File: src/design/ssms_pkg.sv
`timescale 1ns / 1ps
// ----------------------------------------------------------------------------
// ssms_pkg
// Shared types and constants of the symmetric sparse matrix store.
// ----------------------------------------------------------------------------
package ssms_pkg;

    localparam int MAX_SIDE_DEF = 64;
    localparam int CAPACITY_DEF = 256;

    localparam logic [1:0] FUNC_SET = 2'd0;
    localparam logic [1:0] FUNC_GET = 2'd1;
    localparam logic [1:0] FUNC_DEL = 2'd2;

    localparam logic [1:0] STATUS_OK   = 2'd0;
    localparam logic [1:0] STATUS_OOB  = 2'd1;
    localparam logic [1:0] STATUS_FULL = 2'd2;

    localparam logic [1:0] REG_MATRIX_SIDE = 2'd0;

    typedef struct packed {
        logic [1:0]  func;
        logic [5:0]  row;
        logic [5:0]  col;
        logic [31:0] value;
    } t_item;

    typedef struct packed {
        logic [1:0]  status;
        logic [31:0] read_value;
    } t_result;

    typedef enum logic [2:0] {
        CELL_HOLD,
        CELL_CLEAR,
        CELL_INC,
        CELL_DEC,
        CELL_SCAN,
        CELL_FINISH,
        CELL_SHIFT
    } t_cell_op;

endpackage

File: src/design/ssms_cell.sv
`timescale 1ns / 1ps
// ----------------------------------------------------------------------------
// ssms_cell
// One column start pointer. Adjusts itself on insert, remove and delete and
// takes its upper neighbor's pointer when a column at or below it is deleted.
// ----------------------------------------------------------------------------
module ssms_cell #(
    parameter int J  = 0,
    parameter int IW = 6,
    parameter int SW = 7,
    parameter int PW = 9
) (
    input  logic              i_clk,
    input  logic              i_rst_n,
    input  ssms_pkg::t_cell_op i_op,
    input  logic [IW-1:0]     i_col,
    input  logic [SW-1:0]     i_live,
    input  logic [PW-1:0]     i_k,
    input  logic [PW-1:0]     i_rem,
    input  logic [PW-1:0]     i_next,
    output logic [PW-1:0]     o_ptr
);

    logic [PW-1:0] r_ptr;
    logic          r_latched;
    logic          w_above;
    logic          w_in_live;

    assign w_above   = 32'(J) > 32'(i_col);
    assign w_in_live = 32'(J) < 32'(i_live);

    always_ff @(posedge i_clk) begin
        if (!i_rst_n) begin
            r_ptr     <= '0;
            r_latched <= 1'b0;
        end else begin
            case (i_op)
                ssms_pkg::CELL_CLEAR: begin
                    r_ptr     <= '0;
                    r_latched <= 1'b0;
                end
                ssms_pkg::CELL_INC: begin
                    if (w_above && w_in_live) r_ptr <= r_ptr + PW'(1);
                end
                ssms_pkg::CELL_DEC: begin
                    if (w_above && w_in_live && r_ptr != '0) r_ptr <= r_ptr - PW'(1);
                end
                ssms_pkg::CELL_SCAN: begin
                    if (!r_latched && i_k == r_ptr) begin
                        r_ptr     <= r_ptr - i_rem;
                        r_latched <= 1'b1;
                    end
                end
                ssms_pkg::CELL_FINISH: begin
                    if (!r_latched) r_ptr <= r_ptr - i_rem;
                    r_latched <= 1'b0;
                end
                ssms_pkg::CELL_SHIFT: begin
                    if (32'(J) + 1 >= 32'(i_live)) begin
                        r_ptr <= '0;
                    end else if (32'(J) >= 32'(i_col)) begin
                        r_ptr <= i_next;
                    end
                end
                default: begin
                end
            endcase
        end
    end

    assign o_ptr = r_ptr;

endmodule
File: config.mk
export PLATFORM = sky130hd
export DESIGN_NAME = ssms_cell
export DESIGN_NICKNAME = d
export VERILOG_FILES = /design/src/design/ssms_pkg.sv /design/src/design/ssms_cell.sv
export SDC_FILE = /design/constraint.sdc
export NUM_CORES = 1
export LEC_CHECK = 0
export ABC_AREA = 1
export ABC_CLOCK_PERIOD_IN_PS = 2550
export BUFFER_PORTS_ARGS = -buffer_cell sky130_fd_sc_hd__buf_2
export CAP_MARGIN = 40
export CORE_ASPECT_RATIO = 0.7
export CORE_MARGIN = 3
export CORE_UTILIZATION = 35
export DETAILED_ROUTE_END_ITERATION = 8
export GPL_TIMING_DRIVEN = 0
export PLACE_DENSITY_LB_ADDON = 0.2
export RECOVER_POWER = 50
export SLEW_MARGIN = 15
export SYNTH_ARGS = -nofsm -noshare
export SYNTH_HDL_FRONTEND = slang
export SYNTH_SLANG_ARGS = --single-unit
File: constraint.sdc
create_clock -name i_clk -period 2.55 [get_ports i_clk]
set_input_delay 0.51 -clock i_clk [delete_from_list [all_inputs] [get_ports i_clk]]
set_output_delay 0.51 -clock i_clk [all_outputs]
set_load 0.05 [all_outputs]
Word level (Yosys, flattened, before mapping) --
Index checks and enable logic that the tools add are counted.
Operators by class: bitwise operators 0, divide/modulo/power cells 0, equality and inequality tests 8, add/sub/neg operators 1, magnitude comparators 2, multiply operators 0, shifts and indexed selects 0, multiplexer cells 7, reductions and logical operators 7
Operators with widths (count):
- 9-bit 2-to-1 mux | 4
- 9-bit one-hot mux with 4 select lines | 1
- 3-bit equality test (second input constant) | 3
- 9-bit equality test | 1
- 9-bit subtractor | 1
- 1-bit by 7-bit greater-or-equal comparator with 1-bit output (first input constant) | 1
- 1-bit by 6-bit greater-or-equal comparator with 1-bit output (first input constant) | 1
- 2-bit inequality test (second input constant) | 2
- 4-bit AND reduction | 1
- 4-bit nonzero test | 1
- 3-bit by 1-bit equality test with 1-bit output (second input constant) | 1
- 3-bit inequality test (second input constant) | 1
- 1-bit one-hot mux with 2 select lines | 1
- 2-bit AND reduction | 1
- 2-bit nonzero test | 1
- 2-bit OR reduction | 1
- 1-bit logical AND | 1
- 1-bit logical NOT | 1
- 1-bit 2-to-1 mux | 1
Word-level totals: register bits 10, logic and storage cells 27, output and inout bits 9, memories 0, bits in latches 0, memory bits (writable) 0, ROM bits 0

Depth between registers and ports, before layout --
Gate-level depths: netlist of the first run.
word-level depth 4, depth in mapped cells 13, gate-level depth less buffers 13

Worst setup path before layout of the first run --
Ideal clock, no wire load.
kind reg-to-reg, from register r_ptr[0] (netlist: o_ptr[0]), to register r_ptr[6] (netlist: o_ptr[6]), stages on the path, launching flop included 14, path slack 0.533 ns, data required time 2.437 ns, data arrival time 1.905 ns, period minus slack after synthesis 2.017 ns, library setup time 0.113 ns, cells stage by stage dfxtp_1 inv_2 ha_1 fa_1 inv_1 nand3_1 nand2_1 nand2_1 nand2_1 nand2_1 nand3_1 nand2_1 nor2_1 nor2_1
Between the ends: word-level cells in the longest chain between the ends 4, elaborated cells between the ends (all ways) 8
RTL lines:
- start, declared | line ssms_cell.sv:24 | logic [PW-1:0] r_ptr;
- start signal, assigned | line ssms_cell.sv:43 | if (w_above && w_in_live) r_ptr <= r_ptr + PW'(1);
- start signal, assigned | line ssms_cell.sv:46 | if (w_above && w_in_live && r_ptr != '0) r_ptr <= r_ptr - PW'(1);
- start signal, assigned | line ssms_cell.sv:50 | r_ptr <= r_ptr - i_rem;
- parallel branches: the longest is 4 deep, another holds 9-bit subtractor
Several ways; the timed one is not identified. The select of a mux whose other input is x is not followed. A chain may end at the register's enable or synchronous reset.

Worst setup path in the final report of the first run --
Ends and elaborated chain as after synthesis.

==> metrics.txt, run 1 <==
die height=between 50 and 60 um; gr usage total=0.157; post-synth top area share=0.277; CTS Buf Count=3; Slowest cell on crit path=fa_1; Buf+Inv Stages, Crit Path=2; clock-pin transition on the worst setup and hold timing paths=about 50 ps; Filler cells=~390; final worst slack=roughly 660 ps; pre-CTS setup slack=between 400 and 500 ps; DRC=0; CTS tree=yes; floorplan row count=17; unrepaired setup endpoints after global routing=no; Die Span X=approximately 76 um; cts hold-fix bufs=0; largest net degree at the start of global routing=11; largest area contributor in the netlist=nand2_1; status=finished clean; Tot Pwr=~650 uW; Hold Path Class=reg2reg; total routed wirelength=about 3.1 mm; number of global-route vias before repair=1201; CTS sink cnt=10; Antenna Nets Post-Route=0; drt first pass iters=4; Vias per Instance=about 4.3; Core Box Area=roughly 3200 um^2; GPL Wtd Cong=roughly 0.8; Tcrit/Tclk final=0.740; DR iter-0 viols=48; power density cells=418 nW/um^2; Worst-Skew Late Latency=roughly 230 ps; worst slew pin tran=601 ps; most frequent cells in the layout=nand2_1 (89), buf_2 (43), nor2_1 (42); initial core utilization=0.373; CP cell instances=inv_2 > ha_1 > fa_1 > inv_1 > nand3_1 > nand2_1 > nand2_1 > nand2_1 > nand2_1 > nand3_1 > nand2_1 > nor2_1 > nor2_1; # Post-CTS Setup Buffers=0; Ys Warns=0; maximum clock frequency=530 MHz; IO buf count=around 50; Clock Skew=about 0.58 ps; Synth Cell Area=around 1200 um^2; die area=around 4200 um^2; Max-cap violations=0; cells taking the most area after synthesis=nand2_1 (28%), dfxtp_1 (17%), nor2_1 (13%), inv_1 (12%), ha_1 (8.3%); Post-Syn Instances=between 200 and 250; Syn Nets=between 200 and 300; Startpoint Class=flip-flop; largest incremental delay on the critical path=around 370 ps; CP max FO=4; CTS max path bufs=2; drt wl/cell=9.35 um; first-pass GRT wire length=5.20 mm; Area growth syn-to-layout=28.6%; TNS Setup=0 ps; crit path kind=reg2reg; total number of vias=about 1.4k; I/O pin count=54; Worst R2R Setup Slack=~660 ps; top cell family by delay on the critical path=simple AND/OR/NAND/NOR gates; final hold violations=0; CP endpoint kind=flip-flop; worst vdd ir=between 0.0002 and 0.00025 V; Netlist cell types=19; ant diodes=0; Final nets=340; Post-Syn Area per Cell=5.24 um^2; flops & latches, synth=10; fin crit period=around 1900 ps; root buf cell=clkbuf_8; commonest non-fill, non-tap cell in the layout=nand2_1; Worst path most repeated cell=nand2_1; final setup violation count=0; layout cell share with drive strength beyond 1=0.197; leakage=approximately 0.00098 uW; slew margin rel.=0.601; Detail Placement HPWL=between 2 and 3 mm; data required time of the worst path=2680 ps; Slew Viols, Final=0; htree depth=1; register area share after synthesis=0.166; Arr. time, crit path=just over 2000 ps; initial antenna violation count=0; post-CTS sizing=0; gr ovfl total=0
per-layer routing:
| layer | part of all wire | vias to the layer above | global-route usage |
|---|---|---|---|
| met5 | 0 | - | 0 |
| met4 | 0.0081 | 0 | 0.0392 |
| li1 | - | 797 | - |
| met3 | 0.068 | 4 | 0.0372 |
| met1 | 0.53 | 579 | 0.211 |
| met2 | 0.39 | 33 | 0.259 |
final cells by class:
type,count,area (um^2),area share
multi-input cells,173,812,0.523
well taps,47,58.8,0.0379
inverters,45,169,0.109
flip-flops and latches,10,200,0.129
repair buffers,51,245,0.158
plain buffers,2,25.0,0.0161
clock buffers,3,41.3,0.0266
worst register-to-register path, delay by kind of cell (launching register included):
kind                     cells  cell delay, ps
adder cells (fa/ha/maj)      2             590
buffers and inverters        2             140
AND/OR/NAND/NOR              9             690
flip-flops                   1             350
report_power, final:
part | total (uW) | internal, uW | switching (uW) | leakage (uW)
clock network | 165 | 103 | 61.3 | 0.0000216
registers | 189 | 170 | 18.5 | 0.0000823
logic | 295 | 108 | 188 | 0.000874
total | 649 | 381 | 267 | 0.000977
synthesized netlist by cell type (all sizes together):
cell and number:
nand3b 3, dfxtp 10, fa 1, o21ai 3
buf 1, clkbuf 1, nand2 91, inv 45
nand3 13, nor3 1, o21a 1, xor2 1
nor2 42, ha 8, a21oi 8, o21bai 1
cell families (layout without fill, tap and decap cells):
| family | Yosys count | in the layout | share of synthesized area |
|---|---|---|---|
| adders and majority gates | 9 | 9 | 0.0996 |
| AOI/OAI and AO/OA | 13 | 13 | 0.0674 |
| and+or+nand+nor | 150 | 150 | 0.499 |
| xor gates and xnor gates | 1 | 1 | 0.00726 |
| buffers and inverters | 47 | 101 | 0.161 |
| DFF | 10 | 10 | 0.166 |
registers in the layout (all words and copies together) (netlist names):
register   cells
o_ptr          9
r_latched      1
worst paths after layout:
kind / from / endpoint / depth (start not counted)
worst max-delay path: o_ptr[0] / o_ptr[6] / 13
worst min-delay path: o_ptr[0] / o_ptr[0] / 4
worst max register to register: o_ptr[0] / o_ptr[6] / 13
worst min register to register: o_ptr[0] / o_ptr[0] / 4
through the flow:
| step | instance area [um^2] | util | std cells | hold slack [ps] |
|---|---|---|---|---|
| finish | 1550 | 0.480 | 331 | 554 |
| global route | 1550 | 0.480 | 331 | 567 |
| floorplan | 1210 | - | 230 | 592 |
| detailed placement | 1520 | 0.470 | 328 | 546 |
| global placement | 1520 | 0.470 | 328 | 549 |
| CTS | 1560 | 0.483 | 331 | 554 |
(Power assumes the default switching activity.)
==> run 2, diff against run 1 <==
ABC_CLOCK_PERIOD_IN_PS = 1900   (was 2550)
clock period = 1.9 ns   (was 2.55 ns; I/O delays follow)
==> run 2 against run 1 <==
  * Wire length shrank 0.26%
  * Register-to-register slack worse by 470 ps
  * Combinational power increased by 35%
  * Core utilization increased by 0.27 points
  * Largest power group unchanged
  * Highest routed layer unchanged
==> metrics.txt, run 2 (synthesis results as in run 1) <==
Placed Cells=328 (unchanged); status=finished clean (unchanged); CTS max path bufs=2 (unchanged); Die Span X=76.2 um (unchanged); total routed wirelength=3.09 mm (was 3.10 mm); critical path depth in cells=13 (unchanged); Setup crit start=o_ptr[0] (unchanged); gr usage total=0.148 (was 0.157); reg2reg start=o_ptr[0] (unchanged); FF-to-FF path depth=13 (unchanged); Slowest cell on crit path=dfxtp_2 (was fa_1); drt wl/cell=9.33 um (was 9.35 um); die area=4200 um^2 (unchanged); Tcrit/Tclk final=0.896 (was 0.740); unrepaired setup endpoints after global routing=no (unchanged); Hold WS=426 ps (was 554 ps); non-filler instance count after layout=331 (unchanged); root buf cell=clkbuf_8 (unchanged); Max-cap violations=0 (unchanged); Slew Viols, Final=0 (unchanged); most frequent cells in the layout=nand2_1 (88), buf_2 (43), nor2_1 (42) (was nand2_1 (89), buf_2 (43), nor2_1 (42)); DRC=0 (unchanged); CTS sink cnt=10 (unchanged); Area growth syn-to-layout=29.4% (was 28.6%); Clock Skew=4.62 ps (was 0.582 ps); I/O pin count=54 (unchanged); DR iter-0 viols=53 (was 48); Post-Route M1 WL=1.66 mm (was 1.65 mm); largest incremental delay on the critical path=340 ps (was 370 ps); die height=55.1 um (unchanged); CTS tree=yes (unchanged); Worst-Skew Late Latency=230 ps (about the same); Arr. time, crit path=1830 ps (was 2020 ps); Final nets=340 (unchanged); data required time of the worst path=2030 ps (was 2680 ps); GPL Wtd Cong=0.781 (was 0.813); maximum clock frequency=587 MHz (was 530 MHz); fin crit period=1700 ps (was 1890 ps); floorplan row count=17 (unchanged); ant diodes=0 (unchanged); gr ovfl total=0 (unchanged); Core Box Area=3230 um^2 (unchanged); final setup violation count=0 (unchanged); area of the multi-input gates=820 um^2 (was 812 um^2); Buf+Inv Stages, Crit Path=2 (unchanged); crit path kind=reg2reg (unchanged); Vias per Instance=4.21 (was 4.27); layout cell share with drive strength beyond 1=0.215 (was 0.197); CP cell instances=inv_2 > ha_2 > fa_2 > inv_2 > nand3_1 > nand2_2 > nand2_1 > nand2_1 > nand2_1 > nand3_1 > nand2_1 > nor2_1 > nor2_1 (was inv_2 > ha_1 > fa_1 > inv_1 > nand3_1 > nand2_1 > nand2_1 > nand2_1 > nand2_1 > nand3_1 > nand2_1 > nor2_1 > nor2_1); top cell family by delay on the critical path=simple AND/OR/NAND/NOR gates (unchanged); Startpoint Class=flip-flop (unchanged); number of global-route vias before repair=1109 (was 1201); met2 WL post-DR=1.20 mm (was 1.22 mm); commonest non-fill, non-tap cell in the layout=nand2_1 (unchanged); Worst path most repeated cell=nand2_1 (unchanged); leakage=0.000975 uW (was 0.000977 uW); # Post-CTS Setup Buffers=0 (unchanged); CP endpoint kind=flip-flop (unchanged); Hold Path Class=in2reg (was reg2reg); Filler cells=390 (was 394); initial core utilization=0.373 (unchanged); clock-pin transition on the worst setup and hold timing paths=50 ps (about the same); drt first pass iters=4 (unchanged); register area=201 um^2 (was 200 um^2); htree depth=1 (unchanged); hold-critical path depth=3 (was 4); worst vdd ir=0.000375 V (was 0.000202 V); IO buf count=51 (unchanged); power density cells=558 nW/um^2 (was 418 nW/um^2); final hold violations=0 (unchanged); CTS Buf Count=3 (unchanged); Detail Placement HPWL=2.61 mm (was 2.56 mm); worst slew pin tran=602 ps (was 601 ps); uppermost layer routed=met4 (unchanged); Antenna Nets Post-Route=0 (unchanged); total number of vias=1392 (was 1413); CP max FO=4 (unchanged); Hold Startpoint=i_rst_n (was o_ptr[0]); first-pass GRT wire length=4.87 mm (was 5.20 mm); initial antenna violation count=0 (unchanged); slew margin rel.=0.600 (was 0.601); metal3 WL=209 um (unchanged); largest net degree at the start of global routing=11 (unchanged); max reg flops=9 (unchanged)
-- run 2: cell type report --
class	count	area share
Inverter	45	0.108
Clock buffer	3	0.0265
Buffer	2	0.0160
Sequential cell	10	0.129
Timing Repair Buffer	51	0.157
Multi-Input combinational cell	173	0.525
Tap cell	47	0.0377
-- run 2: repair_timing --
action                     CTS  global route
setup endpoints to repair    0             3
gates resized for setup      0             4
hold buffers                 0             0
-- run 2: per-stage QoR --
step           setup slack [ps]  power (uW)  utilization  cell area, um^2  setup TNS [ps]
3_5_place_dp              -59.0         656        0.471             1520            -130
4_1_cts                    65.0         880        0.483             1560               0
5_1_grt                    24.5         947        0.483             1560               0
6_report                    197         871        0.483             1560               0
3_3_place_gp              -52.6         655        0.471             1520           -70.1
2_1_floorplan              17.2         542            -             1210               0
-- run 2: power by group --
group	internal (uW)	switching, uW
Sequential	229	24.0
Combinational	146	252
Clock	139	80.4
Total	514	357
-- run 2: worst reg2reg max path, stage by stage (launching register included) --
cell	delay [ps]
dfxtp_2	340
inv_2	50
ha_2	190
fa_2	340
inv_2	70
nand3_1	70
nand2_2	100
nand2_1	80
nand2_1	60
nand2_1	50
nand3_1	70
nand2_1	50
nor2_1	90
nor2_1	50
-- run 2: worst paths after layout --
| path | to | slack, ps |
|---|---|---|
| max | o_ptr[6] | 200 |
| min | o_ptr[0] | 430 |
| max reg2reg | o_ptr[6] | 200 |
| min reg2reg | o_ptr[0] | 540 |
-- run 2: layer usage --
metal / global-route usage / vias up
met3: 0.0340 / 2
li1: - / 794
met2: 0.222 / 34
met1: 0.218 / 562
met5: 0 / -
met4: 0.0271 / 0
